### config.mk
export PLATFORM = sky130hd
export DESIGN_NAME = ps_system_header_parser_core
export DESIGN_NICKNAME = d
export VERILOG_FILES = /design/src/hdl/pshp_pkg.sv /design/src/hdl/ps_system_header_parser_core.sv
export SDC_FILE = /design/constraint.sdc
export NUM_CORES = 1
export LEC_CHECK = 0
export ABC_CLOCK_PERIOD_IN_PS = 5500
export BUFFER_PORTS_ARGS = -buffer_cell sky130_fd_sc_hd__buf_4
export CAP_MARGIN = 5
export CORE_UTILIZATION = 61
export DETAILED_ROUTE_END_ITERATION = 8
export GPL_TIMING_DRIVEN = 0
export PLACE_DENSITY = 0.81
export SYNTH_ARGS = -nofsm -noshare
export SYNTH_HDL_FRONTEND = slang
export SYNTH_SLANG_ARGS = --single-unit
### constraint.sdc
create_clock -name clk -period 5.5 [get_ports clk]
set_clock_uncertainty 0.1 [all_clocks]
set_input_delay 1.1 -clock clk [delete_from_list [all_inputs] [get_ports clk]]
set_output_delay 1.1 -clock clk [all_outputs]
set_load 0.05 [all_outputs]
### src/hdl/pshp_pkg.sv
// Package for the program stream system header parser: types and constants.
`default_nettype none

package pshp_pkg;

  localparam int MAX_STREAMS = 32;
  localparam int ENTRY_CNT_W = 9;
  localparam int QUEUE_DEPTH = 4;
  localparam int QUEUE_CNT_W = $clog2(QUEUE_DEPTH + 1);
  localparam int QUEUE_IDX_W = $clog2(QUEUE_DEPTH);

  localparam logic [7:0]  EXT_STREAM_ID = 8'hB7;
  localparam logic [15:0] MIN_LENGTH    = 16'd6;

  typedef enum logic [1:0] {
    KIND_FIXED = 2'd0,
    KIND_ENTRY = 2'd1,
    KIND_DONE  = 2'd2,
    KIND_ERROR = 2'd3
  } kind_t;

  typedef enum logic [2:0] {
    PH_ENTRY_ID = 3'd0,
    PH_EXT_C0   = 3'd1,
    PH_EXT_ID   = 3'd2,
    PH_EXT_B6   = 3'd3,
    PH_SIZE_HI  = 3'd4,
    PH_SIZE_LO  = 3'd5,
    PH_LEN_LO   = 3'd6,
    PH_FIXED    = 3'd7
  } phase_t;

  typedef struct packed {
    logic [7:0] data_byte;
    logic       header_start;
    logic       end_of_data;
  } in_t;

  typedef struct packed {
    kind_t       kind;
    logic [21:0] peak_rate;
    logic [5:0]  audio_max;
    logic [4:0]  video_max;
    logic [4:0]  flag_bits;
    logic [7:0]  stream_ident;
    logic        extended;
    logic        bound_scale;
    logic [12:0] size_bound;
    logic        last;
  } out_t;

endpackage

`default_nettype wire

### src/hdl/ps_system_header_parser_core.sv
// Program stream system header parser: byte-wide parse logic and result queue.
// Latency: a result is written to the output queue at the edge that accepts its byte
//   and is presented on out_valid from the next cycle.
// Throughput: one byte per cycle; a byte may cause up to two results in a four-entry queue,
//   drained one per cycle while out_ready is set; in_ready drops with under two slots free.
// Reset: synchronous, active low; clears the parse state and empties the queue.
`default_nettype none

module ps_system_header_parser_core (
  input  wire logic           clk,
  input  wire logic           rst_n,
  input  wire logic           in_valid,
  output logic                in_ready,
  input  wire pshp_pkg::in_t  in_data,
  output logic                out_valid,
  input  wire logic           out_ready,
  output pshp_pkg::out_t      out_data
);

  localparam int QCW = pshp_pkg::QUEUE_CNT_W;
  localparam int QIW = pshp_pkg::QUEUE_IDX_W;

  // Parse state.
  logic [15:0]                        byte_pos_r, byte_pos_nxt;
  logic [15:0]                        hdr_len_r, hdr_len_nxt;
  logic [21:0]                        rate_r, rate_nxt;
  logic [15:0]                        fixed_r, fixed_nxt;
  logic [pshp_pkg::ENTRY_CNT_W-1:0]   entry_cnt_r, entry_cnt_nxt;
  pshp_pkg::phase_t                   phase_r, phase_nxt;
  logic [7:0]                         ident_r, ident_nxt;
  logic [7:0]                         size_hi_r, size_hi_nxt;
  logic                               skip_r, skip_nxt;
  logic                               active_r, active_nxt;

  // Result queue; the head is always slot zero.
  pshp_pkg::out_t                     q_r [pshp_pkg::QUEUE_DEPTH];
  pshp_pkg::out_t                     q_nxt [pshp_pkg::QUEUE_DEPTH];
  logic [QCW-1:0]                     q_count_r, q_count_nxt;

  logic                               in_acc;
  logic                               out_acc;
  logic [1:0]                         res_n;
  pshp_pkg::out_t                     res0, res1;

  assign in_ready  = (q_count_r <= QCW'(2));
  assign in_acc    = in_valid && in_ready;
  assign out_valid = (q_count_r != '0);
  assign out_acc   = out_valid && out_ready;
  assign out_data  = q_r[0];

  // Parse one byte and produce up to two results.
  always_comb begin
    logic [7:0]  b;
    logic [15:0] len_full;
    logic [16:0] pos_inc;
    logic        last_byte;
    logic [15:0] remain;
    logic [7:0]  hi;
    logic [7:0]  lo;
    pshp_pkg::out_t r;
    pshp_pkg::out_t tail;

    b         = in_data.data_byte;
    len_full  = {hdr_len_r[15:8], b};
    pos_inc   = {1'b0, byte_pos_r} + 17'd1;
    last_byte = (pos_inc == {1'b0, hdr_len_r});
    remain    = hdr_len_r - byte_pos_r;
    hi        = fixed_r[15:8];
    lo        = fixed_r[7:0];
    r         = '0;
    tail      = '0;

    byte_pos_nxt  = byte_pos_r;
    hdr_len_nxt   = hdr_len_r;
    rate_nxt      = rate_r;
    fixed_nxt     = fixed_r;
    entry_cnt_nxt = entry_cnt_r;
    phase_nxt     = phase_r;
    ident_nxt     = ident_r;
    size_hi_nxt   = size_hi_r;
    skip_nxt      = skip_r;
    active_nxt    = active_r;
    res_n         = 2'd0;
    res0          = '0;
    res1          = '0;

    if (in_acc) begin
      if (in_data.header_start) begin
        hdr_len_nxt   = {b, 8'h00};
        byte_pos_nxt  = '0;
        rate_nxt      = '0;
        fixed_nxt     = '0;
        entry_cnt_nxt = '0;
        phase_nxt     = pshp_pkg::PH_LEN_LO;
        ident_nxt     = '0;
        size_hi_nxt   = '0;
        skip_nxt      = 1'b0;
        active_nxt    = 1'b1;
        if (in_data.end_of_data) begin
          res0       = '0;
          res0.kind  = pshp_pkg::KIND_ERROR;
          res0.last  = 1'b1;
          res_n      = 2'd1;
          active_nxt = 1'b0;
        end
      end else if (active_r) begin
        if (phase_r == pshp_pkg::PH_LEN_LO) begin
          hdr_len_nxt  = len_full;
          byte_pos_nxt = '0;
          if (len_full < pshp_pkg::MIN_LENGTH || in_data.end_of_data) begin
            res0.kind  = pshp_pkg::KIND_ERROR;
            res0.last  = 1'b1;
            res_n      = 2'd1;
            active_nxt = 1'b0;
          end else begin
            phase_nxt = pshp_pkg::PH_FIXED;
          end
        end else begin
          if (phase_r == pshp_pkg::PH_FIXED) begin
            case (byte_pos_r)
              16'd0: rate_nxt = {b[6:0], 15'd0};
              16'd1: rate_nxt = rate_r | {7'd0, b, 7'd0};
              16'd2: rate_nxt = rate_r | {15'd0, b[7:1]};
              16'd3: fixed_nxt = {b, fixed_r[7:0]};
              16'd4: fixed_nxt = {fixed_r[15:8], b};
              default: begin
                r.kind        = pshp_pkg::KIND_FIXED;
                r.peak_rate   = rate_r;
                r.audio_max   = hi[7:2];
                r.video_max   = lo[4:0];
                r.flag_bits   = {hi[1], hi[0], lo[7], lo[6], b[7]};
                res0          = r;
                res_n         = 2'd1;
                phase_nxt     = pshp_pkg::PH_ENTRY_ID;
              end
            endcase
          end else begin
            unique case (phase_r)
              pshp_pkg::PH_ENTRY_ID: begin
                if (skip_r ||
                    entry_cnt_r >= pshp_pkg::ENTRY_CNT_W'(pshp_pkg::MAX_STREAMS) ||
                    remain < 16'd2 || !b[7]) begin
                  skip_nxt = 1'b1;
                end else begin
                  ident_nxt = b;
                  phase_nxt = (b == pshp_pkg::EXT_STREAM_ID) ? pshp_pkg::PH_EXT_C0
                                                             : pshp_pkg::PH_SIZE_HI;
                end
              end
              pshp_pkg::PH_EXT_C0: phase_nxt = pshp_pkg::PH_EXT_ID;
              pshp_pkg::PH_EXT_ID: begin
                ident_nxt = {1'b0, b[6:0]};
                phase_nxt = pshp_pkg::PH_EXT_B6;
              end
              pshp_pkg::PH_EXT_B6: phase_nxt = pshp_pkg::PH_SIZE_HI;
              pshp_pkg::PH_SIZE_HI: begin
                size_hi_nxt = b;
                phase_nxt   = pshp_pkg::PH_SIZE_LO;
              end
              default: begin
                r.kind         = pshp_pkg::KIND_ENTRY;
                r.stream_ident = ident_r;
                r.extended     = !ident_r[7];
                r.bound_scale  = size_hi_r[5];
                r.size_bound   = {size_hi_r[4:0], b};
                res0           = r;
                res_n          = 2'd1;
                entry_cnt_nxt  = entry_cnt_r + pshp_pkg::ENTRY_CNT_W'(1);
                phase_nxt      = pshp_pkg::PH_ENTRY_ID;
              end
            endcase
          end

          byte_pos_nxt = pos_inc[15:0];

          // The header closes on its last body byte or when the data runs out.
          if (last_byte || in_data.end_of_data) begin
            tail.kind = (last_byte && phase_nxt == pshp_pkg::PH_ENTRY_ID)
                        ? pshp_pkg::KIND_DONE : pshp_pkg::KIND_ERROR;
            tail.last  = 1'b1;
            active_nxt = 1'b0;
            if (res_n == 2'd0) begin
              res0  = tail;
              res_n = 2'd1;
            end else begin
              res1  = tail;
              res_n = 2'd2;
            end
          end
        end
      end
    end
  end

  // Queue update: shift on a pop, then append the new results behind the survivors.
  always_comb begin
    logic [QCW-1:0] base;
    base = out_acc ? (q_count_r - QCW'(1)) : q_count_r;
    for (int i = 0; i < pshp_pkg::QUEUE_DEPTH; i++) begin
      if (out_acc && i < pshp_pkg::QUEUE_DEPTH - 1) begin
        q_nxt[i] = q_r[QIW'(i + 1)];
      end else begin
        q_nxt[i] = q_r[i];
      end
      if (res_n != 2'd0 && base == QCW'(i)) begin
        q_nxt[i] = res0;
      end
      if (res_n == 2'd2 && base + QCW'(1) == QCW'(i)) begin
        q_nxt[i] = res1;
      end
    end
    q_count_nxt = base + QCW'(res_n);
  end

  always_ff @(posedge clk) begin
    if (!rst_n) begin
      byte_pos_r  <= '0;
      hdr_len_r   <= '0;
      rate_r      <= '0;
      fixed_r     <= '0;
      entry_cnt_r <= '0;
      phase_r     <= pshp_pkg::PH_ENTRY_ID;
      ident_r     <= '0;
      size_hi_r   <= '0;
      skip_r      <= 1'b0;
      active_r    <= 1'b0;
      q_count_r   <= '0;
    end else begin
      byte_pos_r  <= byte_pos_nxt;
      hdr_len_r   <= hdr_len_nxt;
      rate_r      <= rate_nxt;
      fixed_r     <= fixed_nxt;
      entry_cnt_r <= entry_cnt_nxt;
      phase_r     <= phase_nxt;
      ident_r     <= ident_nxt;
      size_hi_r   <= size_hi_nxt;
      skip_r      <= skip_nxt;
      active_r    <= active_nxt;
      q_count_r   <= q_count_nxt;
    end
  end

  always_ff @(posedge clk) begin
    for (int i = 0; i < pshp_pkg::QUEUE_DEPTH; i++) begin
      q_r[i] <= q_nxt[i];
    end
  end

  // The queue never holds more results than it has slots.
  a_queue_bound: assert property (@(posedge clk) disable iff (!rst_n)
    q_count_r <= QCW'(pshp_pkg::QUEUE_DEPTH))
    else $error("result queue overfilled");

  // A pop with no new request shrinks the queue by exactly one.
  a_pop_only: assert property (@(posedge clk) disable iff (!rst_n)
    (out_acc && !in_acc) |=> (q_count_r == $past(q_count_r) - QCW'(1)))
    else $error("result queue count slipped on a pop");

  // While the body is being parsed the position stays inside the header.
  a_pos_inside: assert property (@(posedge clk) disable iff (!rst_n)
    (active_r && phase_r != pshp_pkg::PH_LEN_LO) |-> (byte_pos_r < hdr_len_r))
    else $error("byte position ran past the header length");

  // The entry count never passes the stream limit.
  a_entry_limit: assert property (@(posedge clk) disable iff (!rst_n)
    entry_cnt_r <= pshp_pkg::ENTRY_CNT_W'(pshp_pkg::MAX_STREAMS))
    else $error("entry count above the stream limit");

endmodule

`default_nettype wire
==> impl_metrics.json <==
{
  "die_area_mm2": 0.0286,
  "hold_violations": 0,
  "drv_cap": 0,
  "grt_pass1_vias": 15200,
  "drive_gt1_share_pct": 10.9,
  "coreArea_mm2": 0.0272,
  "drtIter0Drc": 1724,
  "layout.nets": 2142,
  "io_buffers": 78,
  "synth-compound-area-share_pct": 27.2,
  "syn_inst": 1974,
  "mostFrequentLayoutCells": "a211oi_1, dfxtp_1, and2_1",
  "holdPathEnd": "q_r[3][61]",
  "die_w_um": 169,
  "layout_commonest_cell": "a211oi_1",
  "antenna_found_initial": 1,
  "ys_seq_area_share_pct": 41.9,
  "synthTopCellsByArea": "dfxtp_1, a211oi_1, and2_1",
  "grt_max_degree": 15,
  "cts_sinks": 352,
  "route.detailed.drc": 0,
  "synth_top_family_by_area": "compound AO/OA/AOI/OAI gates",
  "die_height_um": 169,
  "root_buffer": "clkbuf_16",
  "slew_violations": 0,
  "place_congestion": 0.942,
  "end_kind": "register",
  "wirelength_mm": 51.3,
  "dpl.hpwl_mm": 36.4,
  "r2r_start": "byte_pos_r[1]",
  "clk_pin_slew_worst_paths_ps": 60,
  "finalPower_uw": 10100,
  "tritoncts.num_buffers": 37,
  "finish.utilization_pct": 71.3,
  "critical_path_arrival_ps": 5560,
  "r2r_cells": 17,
  "nFillCells": 2162,
  "irDropWorstVdd_mv": 0.314,
  "synth_xor_area_share_pct": 1.69,
  "crit_path_max_fanout": 10,
  "synthSimpleGateAreaFrac_pct": 21.2,
  "min_from": "q_r[3][61]",
  "critPathKind": "reg2reg",
  "syn_nets": 2018,
  "cts_hold_buf": 0,
  "wl_per_cell_um": 20.5,
  "synth_fa_ha_area_share_pct": 2.30,
  "io_pins": 80,
  "leakagePower_uw": 0.00697,
  "via_per_inst": 6.41,
  "setup_violations": 0,
  "clock.fmax_mhz": 192,
  "vias": 16000,
  "r2r_slack_ps": 290,
  "ys_async_sr_fraction_pct": 0,
  "startpoint": "byte_pos_r[1]",
  "synth_ff_type": "dfxtp_1",
  "num_rows": 60,
  "synth_area_mm2": 0.0170,
  "track_usage_pct": 35.5,
  "n_antenna_cell": 0,
  "dp_slack_ps": 53.7,
  "fin_crit_ps": 5210,
  "post_dp_cell_area_mm2": 0.0181,
  "grt_pass1_wl_mm": 81.0,
  "clk_latency_ps": 520,
  "synth_edf_count": 8,
  "synth_top_area_cell": "dfxtp_1",
  "setup_tns_ps": 0,
  "postSynthAreaPerCell_um2": 8.62,
  "synth_seq_cells": 352,
  "rr_endpoint": "q_r[3][60]",
  "ys_types": 86,
  "fin_ws_ps": 289,
  "cts_max_level": 2,
  "area_growth_pct": 13.9,
  "grt_overflow_total": 0,
  "start_kind": "register",
  "initial_utilization_pct": 62.6,
  "yosys.area.top_type_share_pct": 40.5,
  "dr.pass1.iters": 5,
  "slew_headroom_pct": 19.6,
  "status": "complete, no violations",
  "postLayoutCellArea_mm2": 0.0194,
  "hold_depth": 2,
  "powerDensity_mw_per_mm2": 523,
  "rsz0062_at_grt": "no",
  "antenna_left": 0,
  "synth_mux_area_share_pct": 0.618,
  "tritoncts": "built",
  "worstHoldPathType": "reg2reg",
  "period_share_pct": 94.8,
  "cp.required_ps": 5850,
  "worst_pin_slew_ps": 1200,
  "yosysWarningCount": 0,
  "cts_buffer_depth": 3
}
[critical path, stage by stage (launching register included)]
cell and delay, ps:
dfxtp_1 550, ha_1 210, buf_2 200, nand3_2 190, nor3_1 310, xnor2_1 120
nor4_1 290, nand4_1 250, o41a_1 420, inv_1 100, ha_1 230, o21ai_0 220
a21oi_2 190, o21ai_1 620, buf_2 400, buf_1 460, nand2_1 100, a21oi_1 170
[report_power, final]
part / leakage (uW) / switching, uW / total [uW] / internal, uW
Combinational: 0.00347 / 2590 / 4070 / 1480
Sequential: 0.00288 / 314 / 3520 / 3200
Clock: 0.000611 / 1040 / 2560 / 1520
[cells in the mapped netlist (10+ instances only)]
| master | number |
|---|---|
| a211oi_1 | 369 |
| dfxtp_1 | 344 |
| and2_1 | 199 |
| nand2_1 | 181 |
| a21oi_1 | 113 |
| nor2_1 | 108 |
| clkbuf_1 | 93 |
| nand3_1 | 74 |
| buf_2 | 54 |
| o21ai_0 | 40 |
| a21boi_0 | 36 |
| nor2b_1 | 34 |
| inv_1 | 32 |
| ha_1 | 28 |
| buf_1 | 20 |
| nor3_1 | 17 |
| xnor2_1 | 17 |
| xor2_1 | 14 |
| a22o_1 | 11 |
| nor4_1 | 10 |
| o21a_1 | 10 |
[logic make-up after synthesis]
kind of cell,count (synthesis)
mux,10
fa+ha+maj,30
flops,352
xor+xnor,32
buf+inv,207
simple gates,688
compound gates,655
[metal layers]
layer	vias to the layer above	wire length [um]	track usage, %
li1	7438	-	-
met3	141	4600	5.70
met4	2	1960	15.4
met2	783	23400	57.7
met5	-	11	0
met1	7640	21300	46.7
[layout make-up]
class | instances | area [um2] | share of cell area, %
multi-input combinational | 1415 | 9030 | 46.6
sequential | 352 | 7130 | 36.8
clock buffer | 60 | 1140 | 5.90
buffer | 172 | 737 | 3.80
timing repair buffer | 85 | 651 | 3.36
tap | 372 | 465 | 2.40
inverter | 35 | 133 | 0.684
clock inverter | 7 | 96.3 | 0.497
[through the flow]
step	hold slack, ps	cells
2_1_floorplan	329	1974
3_3_place_gp	343	2424
3_5_place_dp	349	2424
4_1_cts	357	2491
5_1_grt	378	2498
6_report	357	2498
[state kept, by name, indices dropped and copies added, names as in the netlist]
signal / count
size_hi_r: 6
rate_r: 22
q_count_r: 3
fixed_r: 15
hdr_len_r: 16
active_r: 1
ident_r: 8
skip_r: 1
phase_r: 3
entry_cnt_r: 9
q_r: 252
byte_pos_r: 16
[repair_timing]
item,CTS,global route
pin swaps,0,2
cloned,0,0
resized for setup,1,3
setup endpoints to repair,2,132
hold endpoints to repair,0,0
setup buffers,0,7
[how the worst max path moves through the flow]
stage | end | slack (ps) | cells past startpoint
floorplan | q_r[1][0] | 1570 | 16
global placement | q_r[0][51] | 130 | 17
detailed placement | q_r[0][5] | 50 | 17
CTS | q_r[1][52] | 70 | 17
global route | q_r[3][61] | 70 | 17
finish | q_r[3][60] | 290 | 17
(Power assumes the default switching activity.)
